==> src/design/wls_pkg.sv <==
// Shared types and constants of the warp lane shuffle unit.
`default_nettype none
package wls_pkg;

   localparam int WARP_LANES = 32;
   localparam int LANE_W = 5;
   localparam int VALUE_W = 32;
   localparam int STORE_DEPTH = 1 << LANE_W;
   localparam logic [LANE_W-1:0] LAST_LANE = LANE_W'(WARP_LANES - 1);
   localparam logic [LANE_W:0] LANE_LIMIT = (LANE_W + 1)'(WARP_LANES);

   typedef struct packed {
      logic [VALUE_W-1:0] source_value;
      logic               lane_active;
      logic               lane_enabled;
      logic [LANE_W-1:0]  src_lane_sel;
      logic [LANE_W-1:0]  group_mask;
      logic [LANE_W-1:0]  clamp_value;
      logic               butterfly_mode;
   } req_data_type;

   typedef struct packed {
      logic [LANE_W-1:0]  lane_number;
      logic [VALUE_W-1:0] result_value;
      logic               source_valid;
      logic               write_enable;
      logic               last_result;
   } rsp_data_type;

   typedef struct packed {
      logic write_en;
      logic step;
   } dp_cmd_type;

   typedef struct packed {
      logic at_last;
   } dp_status_type;

endpackage
`default_nettype wire

==> src/design/warp_lane_shuffle_unit.sv <==
// Top level of the warp lane shuffle unit.
// Loads one request per lane, then after a read priming state (ST_PREP) emits one
// result per lane at up to one a cycle, holding a result while rsp_ready is low.
// The single read port of the lane value memory sets the emission rate.
// Synchronous active-high reset clears lane flags, shuffle mode and the lane counter.
`default_nettype none
module warp_lane_shuffle_unit (
   input  wire                   clock,
   input  wire                   reset,
   input  wire                   req_valid,
   output logic                  req_ready,
   input  wls_pkg::req_data_type req_data,
   output logic                  rsp_valid,
   input  wire                   rsp_ready,
   output wls_pkg::rsp_data_type rsp_data
);

   wls_pkg::dp_cmd_type    dp_cmd;
   wls_pkg::dp_status_type dp_status;

   wls_ctrl u_ctrl (
      .clock     (clock),
      .reset     (reset),
      .req_valid (req_valid),
      .req_ready (req_ready),
      .rsp_valid (rsp_valid),
      .rsp_ready (rsp_ready),
      .status    (dp_status),
      .cmd       (dp_cmd)
   );

   wls_datapath u_datapath (
      .clock    (clock),
      .reset    (reset),
      .cmd      (dp_cmd),
      .req_data (req_data),
      .status   (dp_status),
      .rsp_data (rsp_data)
   );

`ifndef ASSERT_OFF
   a_no_overlap: assert property (@(posedge clock) disable iff (reset)
      !(rsp_valid && req_ready))
      else $error("request and result channels open together");

   a_last_load_closes: assert property (@(posedge clock) disable iff (reset)
      (req_valid && req_ready && dp_status.at_last) |=> !req_ready && !rsp_valid)
      else $error("no priming cycle after the final lane request");

   a_last_result_ends: assert property (@(posedge clock) disable iff (reset)
      (rsp_valid && rsp_ready && rsp_data.last_result) |=> !rsp_valid && req_ready)
      else $error("emission did not end after the final lane");

   a_no_write_zero: assert property (@(posedge clock) disable iff (reset)
      (rsp_valid && !rsp_data.write_enable) |->
         (rsp_data.result_value == '0) && !rsp_data.source_valid)
      else $error("disabled lane carries data");
`endif

endmodule
`default_nettype wire

==> src/design/wls_ctrl.sv <==
// Controller state machine: lane loading, read priming and result emission.
`default_nettype none
module wls_ctrl (
   input  wire                    clock,
   input  wire                    reset,
   input  wire                    req_valid,
   output logic                   req_ready,
   output logic                   rsp_valid,
   input  wire                    rsp_ready,
   input  wls_pkg::dp_status_type status,
   output wls_pkg::dp_cmd_type    cmd
);

   typedef enum logic [2:0] {
      ST_LOAD = 3'b001,
      ST_PREP = 3'b010,
      ST_EMIT = 3'b100
   } state_type;

   state_type state_ff;
   state_type state_in;

   always_comb begin
      state_in     = state_ff;
      req_ready    = 1'b0;
      rsp_valid    = 1'b0;
      cmd.write_en = 1'b0;
      cmd.step     = 1'b0;
      case (state_ff)
         ST_LOAD: begin
            req_ready    = 1'b1;
            cmd.write_en = req_valid;
            cmd.step     = req_valid;
            if (req_valid && status.at_last) begin
               state_in = ST_PREP;
            end
         end
         ST_PREP: begin
            state_in = ST_EMIT;
         end
         ST_EMIT: begin
            rsp_valid = 1'b1;
            cmd.step  = rsp_ready;
            if (rsp_ready && status.at_last) begin
               state_in = ST_LOAD;
            end
         end
         default: begin
            state_in = ST_LOAD;
         end
      endcase
   end

   always_ff @(posedge clock) begin
      if (reset) begin
         state_ff <= ST_LOAD;
      end else begin
         state_ff <= state_in;
      end
   end

endmodule
`default_nettype wire

==> src/design/wls_datapath.sv <==
// Datapath: per-lane stores, source lane selection and value memory read.
`default_nettype none
module wls_datapath (
   input  wire                    clock,
   input  wire                    reset,
   input  wls_pkg::dp_cmd_type    cmd,
   input  wls_pkg::req_data_type  req_data,
   output wls_pkg::dp_status_type status,
   output wls_pkg::rsp_data_type  rsp_data
);

   logic [wls_pkg::VALUE_W-1:0] value_mem [wls_pkg::STORE_DEPTH];
   logic [wls_pkg::LANE_W-1:0]  sel_ff    [wls_pkg::STORE_DEPTH];
   logic [wls_pkg::LANE_W-1:0]  seg_ff    [wls_pkg::STORE_DEPTH];
   logic [wls_pkg::LANE_W-1:0]  clamp_ff  [wls_pkg::STORE_DEPTH];
   logic [wls_pkg::STORE_DEPTH-1:0] active_ff;
   logic [wls_pkg::STORE_DEPTH-1:0] enable_ff;
   logic                        mode_ff;
   logic [wls_pkg::LANE_W-1:0]  idx_ff;
   logic [wls_pkg::LANE_W-1:0]  idx_in;
   logic [wls_pkg::VALUE_W-1:0] rd_data_ff;
   logic                        valid_ff;
   logic                        valid_in;
   logic                        we_ff;
   logic                        we_in;
   logic [wls_pkg::LANE_W-1:0]  seg;
   logic [wls_pkg::LANE_W-1:0]  lo;
   logic [wls_pkg::LANE_W-1:0]  hi;
   logic [wls_pkg::LANE_W-1:0]  src;
   logic [wls_pkg::LANE_W-1:0]  rd_addr;
   logic                        at_last;

   assign at_last        = (idx_ff == wls_pkg::LAST_LANE);
   assign status.at_last = at_last;

   always_comb begin
      idx_in = idx_ff;
      if (cmd.step) begin
         idx_in = at_last ? '0 : idx_ff + wls_pkg::LANE_W'(1);
      end
      seg = seg_ff[idx_in];
      lo  = idx_in & seg;
      hi  = lo | (clamp_ff[idx_in] & ~seg);
      if (mode_ff) begin
         src = idx_in ^ sel_ff[idx_in];
      end else begin
         src = lo | (sel_ff[idx_in] & ~seg);
      end
      valid_in = (src >= lo) && (src <= hi) && ({1'b0, src} < wls_pkg::LANE_LIMIT) &&
                 active_ff[src];
      rd_addr  = valid_in ? src : idx_in;
      we_in    = active_ff[idx_in] & enable_ff[idx_in];
   end

   always_ff @(posedge clock) begin
      if (cmd.write_en) begin
         value_mem[idx_ff] <= req_data.source_value;
      end
      rd_data_ff <= value_mem[rd_addr];
   end

   always_ff @(posedge clock) begin
      if (cmd.write_en) begin
         sel_ff[idx_ff]   <= req_data.src_lane_sel;
         seg_ff[idx_ff]   <= req_data.group_mask;
         clamp_ff[idx_ff] <= req_data.clamp_value;
      end
      valid_ff <= valid_in;
      we_ff    <= we_in;
   end

   always_ff @(posedge clock) begin
      if (reset) begin
         active_ff <= '0;
         enable_ff <= '0;
         mode_ff   <= 1'b0;
         idx_ff    <= '0;
      end else begin
         if (cmd.write_en) begin
            active_ff[idx_ff] <= req_data.lane_active;
            enable_ff[idx_ff] <= req_data.lane_enabled;
            mode_ff           <= req_data.butterfly_mode;
         end
         idx_ff <= idx_in;
      end
   end

   assign rsp_data.lane_number  = idx_ff;
   assign rsp_data.result_value = we_ff ? rd_data_ff : '0;
   assign rsp_data.source_valid = we_ff & valid_ff;
   assign rsp_data.write_enable = we_ff;
   assign rsp_data.last_result  = at_last;

endmodule
`default_nettype wire
==> config.mk <==
export PLATFORM = sky130hd
export DESIGN_NAME = warp_lane_shuffle_unit
export DESIGN_NICKNAME = d
export VERILOG_FILES = /design/src/design/wls_pkg.sv /design/src/design/warp_lane_shuffle_unit.sv /design/src/design/wls_ctrl.sv /design/src/design/wls_datapath.sv
export SDC_FILE = /design/constraint.sdc
export NUM_CORES = 2
export LEC_CHECK = 0
export BUFFER_PORTS_ARGS = -buffer_cell sky130_fd_sc_hd__buf_2
export CAP_MARGIN = 15
export CORE_MARGIN = 1.5
export CORE_UTILIZATION = 40
export DETAILED_ROUTE_END_ITERATION = 12
export GPL_TIMING_DRIVEN = 0
export PLACE_DENSITY = 0.54
export REMOVE_ABC_BUFFERS = 1
export SYNTH_ARGS = -nofsm -noshare
export SYNTH_HDL_FRONTEND = slang
export SYNTH_HIERARCHICAL = 1
export SYNTH_SLANG_ARGS = --single-unit
==> constraint.sdc <==
create_clock -name clock -period 16.3 [get_ports clock]
set_clock_uncertainty 0.15 [all_clocks]
set_input_delay 3.26 -clock clock [delete_from_list [all_inputs] [get_ports clock]]
set_output_delay 3.26 -clock clock [all_outputs]
set_load 0.03 [all_outputs]
==> flow_summary.ini <==
[run_status]
status = finished clean

[routing]
ant_nets = 0
drt_first_pass_iters = 5
wl_mm = 193
drt_iter0_markers = 4387
wl_per_cell_um = 27.9
drc = 0
vias_per_cell = 5.82
num_vias = 40169

[sta]
min_period_ns = 13.84
hold_ws_ns = 0.331
report.final.setup_viol = 0
fmax_mhz = 72.3
relSlewSlack = 0.157
hold_viol = 0
tightest_slew_ns = 1.26
maxSlewViolCount = 0
rsz0062_at_grt = no
final.period_utilization = 0.849

[synthesis]
yosysMostFrequentCell = edfxtp_1
synth.lib_cells_used.distinct = 93
seq_area_frac_synth = 0.719
syn-cell-area_um2 = 65800
synth_top_cell_by_area = edfxtp_1
yosysWarnings = 6
synth.cells.most_frequent = edfxtp_1 (1504), nand2_1 (672), mux2i_1 (444)
ys_ff_latch = 1611
ys.flop_type = edfxtp_1
synthCells = 4471
synth_top_area_share = 0.687
synth_edf_count = 1504
yosys-top-cells-area = edfxtp_1 (69%), mux2i_1 (6.8%), nand2_1 (3.8%)
synthArstFlopShare = 0
synth_area_per_cell_um2 = 14.7

[layout]
nets = 4658
postLayoutCoreUtil = 0.471
layout-drive-gt1-share = 0.137
area_growth_pct = 16.8

[place]
place.gp.congestion = 0.775
hpwlAfterDp_mm = 116
port_buffers = 95

[setup_path]
crit_family = simple AND/OR/NAND/NOR gates
r2r-end = u_datapath/rd_data_ff[13]
critPathKind = input port to flip-flop
start_kind = input port
slowest_delay_ns = 0.85
cp.required_ns = 16.76
cp_slowest_cell = or3_1
crit_buf_inv = 9
crit_fanout = 39
worstPathArrival_ns = 14.29
r2r_cells = 31
critPathCaptureType = flip-flop
r2r_start = u_datapath/idx_ff[1]
regToRegSetupSlack_ns = 3.69

[die]
core_area_um2 = 163000
die_h_um = 408
start_util = 0.404
fp.dieArea_um2 = 167000
io_pins = 96
core.rowCount = 148
die_w_um = 408

[power_and_ir_drop]
power.internal_mw = 7.42
p_seq_frac = 0.459
switchingPower_mw = 2.62
netSwitchingFraction = 0.261
peakVddDrop_v = 0.000128
p_clk_frac = 0.375
power.density_nw_per_um2 = 131
p_comb_frac = 0.166
p_leak_nw = 25.9

[clocking]
cts_tree = done
clk_pin_slew_worst_paths_ns = 0.07
cts_made_buffers = 167
cts_setup_buffers = 0
hold_buffers = 0
clock-root-buffer = clkbuf_16
clock_tree.buffer_depth = 3
cts_num_sinks = 1611
h-tree-depth = 4
ctsResizeCount = 0
clk_latency_ns = 0.82

[global_routing]
grt-ovfl-total = 0
grt_pass1_vias = 38445
grt_pass1_wl_mm = 275
grt.total_usage = 0.227
antenna_found_initial = 15
grt_max_degree = 96

[min_path]
hold_path_depth = 2
whs_endpoint = u_datapath/enable_ff[23]
hp-class = flip-flop to flip-flop
min_from = u_datapath/enable_ff[23]

[flow_run]
drv_cap = 0
power groups by stage:
stage	Sequential, mW	Clock (mW)	Combinational, mW
after global routing	4.61	3.98	1.78
after CTS	4.61	3.83	1.67
after floorplan	4.68	0	1.23
after detailed placement	4.70	0	1.66
final	4.61	3.76	1.67
after global placement	4.70	0	2.02
per-stage QoR:
step           power [mW]  setup WS [ns]  std cells  instance area (um2)  TNS (ns)
4_1_cts              10.1           1.87       6898                76800         0
6_report             10.0           2.46       6903                76800         0
5_1_grt              10.4           2.16       6902                76800         0
3_5_place_dp         6.36           1.07       6593                71400         0
2_1_floorplan        5.92          -9.98       4164                64300   -313.28
3_3_place_gp         6.72         -45.27       6434                67500  -1433.12
cell usage in the layout, fill, tap and decap left out, drive strengths merged, types with 50 or more instances in the layout:
cell    count
edfxtp   1504
nand2     675
mux2i     449
buf       257
clkbuf    230
nand3     155
a32oi     132
a21oi     131
dfxtp     107
nor2      107
mux2       74
and3       69
o21ai      69
a311oi     54
clkinv     53
a31oi      50
worst reg2reg max path, delay by kind of cell, from the launching register on:
family / cells / cell delay, ns
adder cells (fa/ha/maj): 3 / 1.69
flip-flops: 1 / 0.93
multiplexers: 2 / 0.84
buffers and inverters: 6 / 1.32
AO/OA/AOI/OAI: 10 / 2.77
AND/OR/NAND/NOR: 10 / 4.72
kinds of logic after synthesis:
logic type               synth area share
flip-flops                          0.719
AND/OR/NAND/NOR                    0.0857
AO/OA/AOI/OAI                      0.0824
multiplexers                       0.0863
buffers and inverters              0.0233
adder cells (fa/ha/maj)           0.00266
XOR/XNOR                         0.000266
state kept, by name (all words and copies together) (netlist names):
signal and flops:
u_datapath/value_mem 1024, u_datapath/clamp_ff 160, u_datapath/seg_ff 160, u_datapath/sel_ff 160, u_datapath/active_ff 32, u_datapath/enable_ff 32
u_datapath/rd_data_ff 32, u_datapath/idx_ff 5, u_ctrl/state_ff 3, u_datapath/mode_ff 1, u_datapath/valid_ff 1, u_datapath/we_ff 1
layer usage:
layer / GRT usage / part of all wire / vias to the layer above
met3: 0.0335 / 0.067 / 265
met4: 0.0554 / 0.021 / 6
met1: 0.329 / 0.45 / 20709
met2: 0.358 / 0.47 / 1533
met5: 0 / 0.00019 / -
li1: - / - / 17656
how the worst max path moves through the flow:
| stage | start | to | slack (ns) | depth (start not counted) |
|---|---|---|---|---|
| global placement | req_valid | u_datapath/rd_data_ff[13] | -45.27 | 10 |
| floorplan | req_valid | u_datapath/rd_data_ff[28] | -9.98 | 25 |
| detailed placement | req_valid | u_datapath/rd_data_ff[13] | 1.07 | 32 |
| finish | req_valid | u_datapath/rd_data_ff[13] | 2.46 | 32 |
| CTS | req_valid | u_datapath/rd_data_ff[13] | 1.87 | 32 |
| global route | req_valid | u_datapath/rd_data_ff[13] | 2.16 | 32 |
final cells by class:
cell class	count	area, um2
diodes	2	5.00
fillers	14018	86100
clock buffers	230	4570
well taps	2175	2720
multi-input cells	2522	17200
clock inverters	75	793
inverters	31	156
repair buffers	257	4070
flip-flops and latches	1611	47300
Power figures use the tool's default switching activity.
